## config.mk

```make
export PLATFORM = sky130hd
export DESIGN_NAME = gregorian_date_add_days
export DESIGN_NICKNAME = d
export VERILOG_FILES = /design/src/rtl/gdad_pkg.sv /design/src/rtl/gdad_calc.sv /design/src/rtl/gregorian_date_add_days.sv
export SDC_FILE = /design/constraint.sdc
export NUM_CORES = 1
export LEC_CHECK = 0
export ABC_AREA = 1
export ABC_CLOCK_PERIOD_IN_PS = 13250
export BUFFER_PORTS_ARGS = -buffer_cell sky130_fd_sc_hd__buf_4
export CORE_MARGIN = 4
export CORE_UTILIZATION = 25
export DETAILED_ROUTE_END_ITERATION = 12
export GPL_TIMING_DRIVEN = 0
export PLACE_DENSITY_LB_ADDON = 0.3
export SKIP_CTS_REPAIR_TIMING = 1
export SYNTH_ARGS = -nofsm -noshare
export SYNTH_HDL_FRONTEND = slang
export SYNTH_HIERARCHICAL = 1
export SYNTH_SLANG_ARGS = --single-unit
export TNS_END_PERCENT = 20
```

## constraint.sdc

```tcl
create_clock -name clk -period 13.25 [get_ports clk]
set_input_delay 2.65 -clock clk [delete_from_list [all_inputs] [get_ports clk]]
set_output_delay 2.65 -clock clk [all_outputs]
set_load 0.01 [all_outputs]
```

## src/rtl/gdad_pkg.sv

```systemverilog
`timescale 1ns / 1ps
// ----------------------------------------------------------------------------
// gdad_pkg: shared types and constants for the date advance block
// Field widths, step limit, month codes, and the item and result bundles of the date logic.
// ----------------------------------------------------------------------------
package gdad_pkg;

  localparam int unsigned DAY_W   = 5;
  localparam int unsigned MONTH_W = 4;
  localparam int unsigned YEAR_W  = 12;
  localparam int unsigned STEP_W  = 4;

  // largest step honored, larger requests saturate
  localparam int unsigned MAX_STEP = 15;

  localparam logic [MONTH_W-1:0] MONTH_JAN = 4'd1;
  localparam logic [MONTH_W-1:0] MONTH_FEB = 4'd2;
  localparam logic [MONTH_W-1:0] MONTH_APR = 4'd4;
  localparam logic [MONTH_W-1:0] MONTH_JUN = 4'd6;
  localparam logic [MONTH_W-1:0] MONTH_SEP = 4'd9;
  localparam logic [MONTH_W-1:0] MONTH_NOV = 4'd11;
  localparam logic [MONTH_W-1:0] MONTH_DEC = 4'd12;

  localparam logic [YEAR_W-1:0] YEAR_MAX = '1;

  typedef struct packed {
    logic [DAY_W-1:0]   day;
    logic [MONTH_W-1:0] month;
    logic [YEAR_W-1:0]  year;
    logic [STEP_W-1:0]  step;
  } gdad_item_t;

  typedef struct packed {
    logic [DAY_W-1:0]   day;
    logic [MONTH_W-1:0] month;
    logic [YEAR_W-1:0]  year;
    logic               ovf;
    logic               bad;
  } gdad_res_t;

endpackage

```

## src/rtl/gdad_calc.sv

```systemverilog
`timescale 1ns / 1ps
// ----------------------------------------------------------------------------
// gdad_calc: combinational date advance
// Leap test, month length lookup, range check and one month rollover.
// ----------------------------------------------------------------------------
module gdad_calc (
  input  gdad_pkg::gdad_item_t item,
  output gdad_pkg::gdad_res_t  res
);

  // year = 4*m when divisible by 4; m / 25 via reciprocal 1311/2^15, multiplied back to test m % 25
  logic [9:0]  quarter;
  logic [20:0] q25_prod;
  logic [5:0]  q25;
  logic [9:0]  q25_back;
  logic        div4;
  logic        div100;
  logic        div400;
  logic        leap;
  logic [4:0]  mlen;
  logic        bad;
  logic [4:0]  step;
  logic [5:0]  sum;
  logic        roll;

  always_comb begin
    quarter  = item.year[11:2];
    q25_prod = 21'(quarter) * 21'd1311;
    q25      = q25_prod[20:15];
    q25_back = (10'(q25) << 4) + (10'(q25) << 3) + 10'(q25);
    div4     = (item.year[1:0] == 2'b00);
    div100   = div4 && (q25_back == quarter);
    div400   = div100 && (quarter[1:0] == 2'b00);
    leap     = div4 && (!div100 || div400);

    case (item.month)
      gdad_pkg::MONTH_FEB: mlen = leap ? 5'd29 : 5'd28;
      gdad_pkg::MONTH_APR,
      gdad_pkg::MONTH_JUN,
      gdad_pkg::MONTH_SEP,
      gdad_pkg::MONTH_NOV: mlen = 5'd30;
      default:             mlen = 5'd31;
    endcase

    bad = (item.month < gdad_pkg::MONTH_JAN) || (item.month > gdad_pkg::MONTH_DEC) ||
          (item.day == '0) || (item.day > mlen);

    if ({1'b0, item.step} > 5'(gdad_pkg::MAX_STEP)) begin
      step = 5'(gdad_pkg::MAX_STEP);
    end else begin
      step = {1'b0, item.step};
    end

    sum  = {1'b0, item.day} + {1'b0, step};
    roll = (sum > {1'b0, mlen});

    res.day   = item.day;
    res.month = item.month;
    res.year  = item.year;
    res.ovf   = 1'b0;
    res.bad   = bad;

    if (!bad) begin
      if (roll) begin
        res.day = 5'(sum - {1'b0, mlen});
        if (item.month == gdad_pkg::MONTH_DEC) begin
          res.month = gdad_pkg::MONTH_JAN;
          res.year  = item.year + 12'd1;
          res.ovf   = (item.year == gdad_pkg::YEAR_MAX);
        end else begin
          res.month = item.month + 4'd1;
        end
      end else begin
        res.day = sum[4:0];
      end
    end
  end

endmodule

```

## src/rtl/gregorian_date_add_days.sv

```systemverilog
`timescale 1ns / 1ps
// ----------------------------------------------------------------------------
// gregorian_date_add_days: advance a Gregorian date by 0 to 15 days
// Datapath: an input register captures the accepted item, the date logic works on it,
// and a result register captures the outcome and drives out_valid.
// Throughput: one item per cycle outside reset; an input register and a result register
// bracket the single pass of date logic.
// Reset: synchronous active low; clears the valid bits, busy is high
// while reset is held. Results cannot be stalled by the receiver.
// ----------------------------------------------------------------------------
module gregorian_date_add_days (
  input  logic                          clk,
  input  logic                          rst_n,
  input  logic                          start,
  output logic                          busy,
  input  logic [gdad_pkg::DAY_W-1:0]    in_start_day,
  input  logic [gdad_pkg::MONTH_W-1:0]  in_start_month,
  input  logic [gdad_pkg::YEAR_W-1:0]   in_start_year,
  input  logic [gdad_pkg::STEP_W-1:0]   in_days_to_add,
  output logic                          out_valid,
  output logic [gdad_pkg::DAY_W-1:0]    out_end_day,
  output logic [gdad_pkg::MONTH_W-1:0]  out_end_month,
  output logic [gdad_pkg::YEAR_W-1:0]   out_end_year,
  output logic                          out_year_overflow,
  output logic                          out_date_invalid
);

  gdad_pkg::gdad_item_t item_r;
  logic                 item_vld_r;
  gdad_pkg::gdad_res_t  res_nxt;
  gdad_pkg::gdad_res_t  res_r;
  logic                 res_vld_r;
  logic                 accept;

  assign busy   = !rst_n;
  assign accept = start && !busy;

  always_ff @(posedge clk) begin
    if (!rst_n) begin
      item_vld_r <= 1'b0;
      res_vld_r  <= 1'b0;
    end else begin
      item_vld_r <= accept;
      res_vld_r  <= item_vld_r;
    end
  end

  always_ff @(posedge clk) begin
    if (accept) begin
      item_r.day   <= in_start_day;
      item_r.month <= in_start_month;
      item_r.year  <= in_start_year;
      item_r.step  <= in_days_to_add;
    end
    if (item_vld_r) begin
      res_r <= res_nxt;
    end
  end

  gdad_calc u_calc (
    .item (item_r),
    .res  (res_nxt)
  );

  assign out_valid         = res_vld_r;
  assign out_end_day       = res_r.day;
  assign out_end_month     = res_r.month;
  assign out_end_year      = res_r.year;
  assign out_year_overflow = res_r.ovf;
  assign out_date_invalid  = res_r.bad;

endmodule

```

## Word-level counts from Yosys, hierarchy flattened

Cells that the tools add are included.

| operators by class | value |
|---|---|
| add/subtract/negate cells | 6 |
| multipliers | 1 |
| div/mod/pow operators | 0 |
| order comparisons | 4 |
| equal/unequal tests | 8 |
| shift operators | 0 |
| muxes and demuxes | 7 |
| bitwise gates (word level) | 2 |
| reductions and logical operators | 15 |

Operators by type and width:

| operator | count |
|---|---|
| 2-to-1 mux 22 bit | 1 |
| multiplier 10 x 11 -> 21 bit (second input constant) | 1 |
| 2-to-1 mux 17 bit | 1 |
| 2-to-1 mux 13 bit | 1 |
| adder 12 x 1 -> 12 bit (second input constant) | 1 |
| equality test 12 bit (second input constant) | 1 |
| equality test 4 bit (second input constant) | 3 |
| adder 10 x 6 -> 10 bit | 1 |
| adder 10 x 9 -> 10 bit | 1 |
| equality test 10 bit | 1 |
| equality test 4 x 3 -> 1 bit (second input constant) | 2 |
| adder 5 x 4 -> 6 bit | 1 |
| greater-than comparator 6 x 5 -> 1 bit | 1 |
| greater-than comparator 5 bit | 1 |
| zero test 5 bit | 1 |
| 2-to-1 mux 5 bit | 1 |
| subtractor 5 bit | 1 |
| adder 4 x 1 -> 4 bit (second input constant) | 1 |
| equality test 4 x 2 -> 1 bit (second input constant) | 1 |
| greater-than comparator 4 bit (second input constant) | 1 |
| logical AND 1 bit | 4 |
| zero test 2 bit | 2 |
| logical OR 1 bit | 4 |
| < comparator 4 x 1 -> 1 bit (second input constant) | 1 |
| 7 further kinds | 9 |

| word-level totals | value |
|---|---|
| register bits | 50 |
| bits in latches | 0 |
| memory bits (writable) | 0 |
| ROM bits | 0 |
| bits of input ports | 28 |
| output and inout bits | 25 |
| logic and storage cells | 54 |
| memories | 0 |

## Longest topological paths before layout

| logic depth | value |
|---|---|
| depth after elaboration | 13 |
| depth in mapped cells | 52 |
| depth with buffers taken out | 52 |

## Hierarchy

Netlist, hierarchy kept.

Modules (own cells, without submodules):

| module | instances | cells each | area each (um^2) | sequential area each (um^2) |
|---|---|---|---|---|
| gdad_calc | 1 | 497 | 3489.6 | 0.0 |
| gregorian_date_add_days | 1 | 56 | 1503.9 | 1481.4 |

## Worst setup path after synthesis

Ideal clock, no wire load.

| path | value |
|---|---|
| path kind | register -> register |
| start point | register item_r[13] (netlist bit) |
| end point | register res_r, in the netlist out_end_year[7], data pin |
| setup time | 0.259 ns |
| arrival | 8.043 ns |
| data required time | 12.991 ns |
| setup slack | 4.948 ns |
| stages on the path, launching flop included | 50 |
| buffers on the path | 0 |
| period minus slack after synthesis | 8.302 ns |
| cell sequence | edfxtp_1 -> fa_1 -> inv_1 -> fa_1 -> inv_1 -> fa_1 -> inv_1 -> fa_1 -> inv_1 -> fa_1 -> ha_1 -> nand2_1 -> nor2_1 -> nand2_1 -> a21oi_1 -> nand2_1 -> nand2_1 -> nand2_1 -> (+14 left out) -> nand3_1 -> nor2_1 -> nand2_1 -> nor2_1 -> nand3_1 -> nand2_1 -> a21oi_1 -> ha_1 -> fa_1 -> a21oi_1 -> nand3_2 -> nand2_4 -> nand2_2 -> clkinv_2 -> nand3_4 -> nor2_4 -> nand2_1 -> xor2_1 |

RTL lines:

| what | RTL line | RTL |
|---|---|---|
| start: declaration | gregorian_date_add_days.sv:28 | `gdad_pkg::gdad_item_t item_r;` |
| end signal: assignment | gregorian_date_add_days.sv:56 | `res_r <= res_nxt;` |
| end: declaration | gregorian_date_add_days.sv:31 | `gdad_pkg::gdad_res_t res_r;` |

==> impl_metrics.json <==
{
  "gr-usage-all-layers_pct": 10.39,
  "cts_tree": "built",
  "synth_compound_area_share_pct": 6.314,
  "grt_max_degree": 26,
  "fin_tns_setup_ns": 0,
  "relSlewSlack_pct": 21.90,
  "p_leak_nw": 2.914,
  "fin_crit_ns": 9.793,
  "dp_hpwl_mm": 9.352,
  "syn_to_final_growth_pct": 18.02,
  "grt_pass1_vias": 3633,
  "max_cap_viol_count": 0,
  "nFillCells": 2122,
  "clk_pin_slew_ns": 0.07,
  "num_antenna_cells": 0,
  "synth-seq-cells": 50,
  "critPathLaunchType": "flip-flop",
  "numCtsBuffers": 5,
  "synth_edf_count": 48,
  "seqPwrFrac_pct": 17.8,
  "cp_max_fo": 10,
  "skew_ns": 0.008915,
  "port_buffers": 52,
  "rows": 51,
  "cts.sinks": 50,
  "gp_congestion": 0.8173,
  "pwr-share-comb_pct": 68.7,
  "antenna_found_initial": 0,
  "muxShareOfSynthArea_pct": 0,
  "rsz0062_at_grt": "false",
  "drtPass1Iterations": 4,
  "async_flop_share_pct": 0,
  "worst_slew_pin_slew_ns": 1.170,
  "drtIter0Drc": 150,
  "finalWirelength_mm": 11.09,
  "yosys.area_share.adder_pct": 35.18,
  "switchingPower_w": 0.0005386,
  "floorplan.die_area_um2": 22300,
  "switching_share_pct": 47.53,
  "grt_overflow_total": 0,
  "worstPathRequired_ns": 13.29,
  "grt_first_pass_wirelength_mm": 18.54,
  "clock.fmax_ghz": 0.1021,
  "min_path_type": "flip-flop to flip-flop",
  "synth.distinct_cells": 36,
  "coreArea_um2": 19530,
  "cts_root_buf": "clkbuf_16",
  "worst_setup_path_end_kind": "flip-flop",
  "ys_dominant_reg_cell": "edfxtp_1",
  "h-tree-depth": 2,
  "route.detailed.drc": 0,
  "ant_nets": 0,
  "synth_simple_gate_area_share_pct": 17.39,
  "yosysWarnings": 6,
  "syn_area_per_cell_um2": 9.030,
  "cp.arrival_ns": 9.83,
  "die_w_um": 149.3,
  "maxSlewViolCount": 0,
  "ir_drop_uv": 95.28,
  "period_share_pct": 73.91,
  "synth_top_family_by_area": "adder cells",
  "vias": 3732,
  "cp_common_cell": "nand2_1",
  "final_net_count": 763,
  "postSynthCellCount": 553,
  "hold_viol_final": 0,
  "crit_type": "flip-flop to flip-flop",
  "netlist_area_um2": 4994,
  "setup_viol": 0,
  "floorplan.initialDensity_pct": 25.57,
  "viasPerCell": 4.251,
  "cts_buffer_depth": 2,
  "ioPinCount": 53,
  "power_density_nw_per_um2": 192.3,
  "p_total_w": 0.001133,
  "synth_nets": 704,
  "p_int_w": 0.0005945,
  "slowest_stage": "fa_1",
  "synth_xor_area_share_pct": 2.982,
  "dp_slack_ns": 3.526,
  "die_h_um": 149.3,
  "status": "completed",
  "slowest_delay_ns": 0.67,
  "yosysSeqAreaShare_pct": 29.67,
  "clkPwrFrac_pct": 13.5,
  "wl_per_cell_um": 12.63,
  "drive_above_1_share_pct": 12.89,
  "clock_latency_ns": 0.29,
  "worst_slack_ns": 3.457
}
-- metal layers --
layer / up-vias / share of wire (%) / GRT usage [%]
li1: 1939 / - / -
met1: 1724 / 54 / 16.42
met2: 64 / 42 / 15.14
met3: 5 / 4.1 / 1.793
met4: 0 / 0.42 / 1.236
met5: - / 0 / 0
-- synth_stat cells, drive strengths merged (2+ instances only) --
cell	n	area share, %
inv	108	8.1
nand2	106	8.2
ha	94	24
edfxtp	48	29
nand3	42	4.8
a21oi	29	2.9
fa	29	12
nor2	29	2.4
o21ai	24	2.4
xor2	16	2.8
nand4	5	0.63
nor3	5	0.70
or2	3	0.38
a31oi	2	0.25
buf	2	0.25
dfxtp	2	0.80
-- worst paths after layout --
kind,startpoint,cells after the start,slack (ns),endpoint
setup / recovery,item_r[13],45,3.46,out_end_year[10]
hold / removal,item_r[24],2,0.71,out_end_day[4]
setup reg to reg,item_r[13],45,3.46,out_end_year[10]
hold reg to reg,item_r[24],2,0.71,out_end_day[4]
-- metrics by stage --
stage	hold slack, ns	util (%)	instances	area, um^2
2_1_floorplan	0.6127	-	553	4994
3_3_place_gp	0.6869	29.27	870	5715
3_5_place_dp	0.6937	29.27	870	5715
4_1_cts	0.7081	30.18	878	5893
5_1_grt	0.7475	30.18	878	5893
6_report	0.7052	30.18	878	5893
-- logic make-up after synthesis --
logic type	after synthesis
simple gates	192
fa+ha+maj	123
buf+inv	111
compound gates	60
flops	50
xor+xnor	17
-- placed cells by master (no fill, tap or decap), types with 3 or more instances in the layout --
| cell | count |
|---|---|
| nand2_1 | 103 |
| edfxtp_1 | 48 |
| inv_1 | 104 |
| nor3_1 | 3 |
| fa_1 | 29 |
| inv_2 | 4 |
| buf_4 | 53 |
| o21ai_1 | 5 |
| nand4_1 | 5 |
| a21oi_1 | 29 |
| nor2_1 | 27 |
| ha_1 | 94 |
| clkbuf_16 | 5 |
| xor2_1 | 16 |
| o21ai_0 | 19 |
| nand3_1 | 39 |
-- power groups by stage --
stage	combinational, W	sequential [W]	clock [W]
after global routing	0.000925	0.000204	0.000164
after detailed placement	0.000779	0.000206	0
after CTS	0.000788	0.000203	0.000156
after floorplan	0.000608	0.000204	0
final	0.000778	0.000202	0.000153
after global placement	0.000778	0.000206	0
-- state kept, by name, summed over array words and instances (netlist names) --
| name | flops |
|---|---|
| item_r | 25 |
| out_end_year | 12 |
| out_end_day | 5 |
| out_end_month | 4 |
| item_vld_r | 1 |
| out_date_invalid | 1 |
| out_valid | 1 |
| out_year_overflow | 1 |
-- cell type report --
class / count / area, um^2 / area share [%]
well taps: 265 / 331.6 / 5.626
clock inverters: 2 / 38.79 / 0.6582
multi-input cells: 392 / 3089 / 52.42
inverters: 109 / 410.4 / 6.964
repair buffers: 52 / 390.4 / 6.624
flip-flops and latches: 50 / 1481 / 25.14
plain buffers: 2 / 12.51 / 0.2123
clock buffers: 6 / 138.9 / 2.357
-- worst max-delay path: cells and delay by family, from the launching register on --
family / cells / cell delay (ns)
xor gates and xnor gates: 1 / 0.16
buffers and inverters: 5 / 0.38
DFF: 1 / 0.62
adders and majority gates: 11 / 4.85
AOI/OAI and AO/OA: 6 / 0.97
and+or+nand+nor: 22 / 2.54
Power figures use the tool's default switching activity.
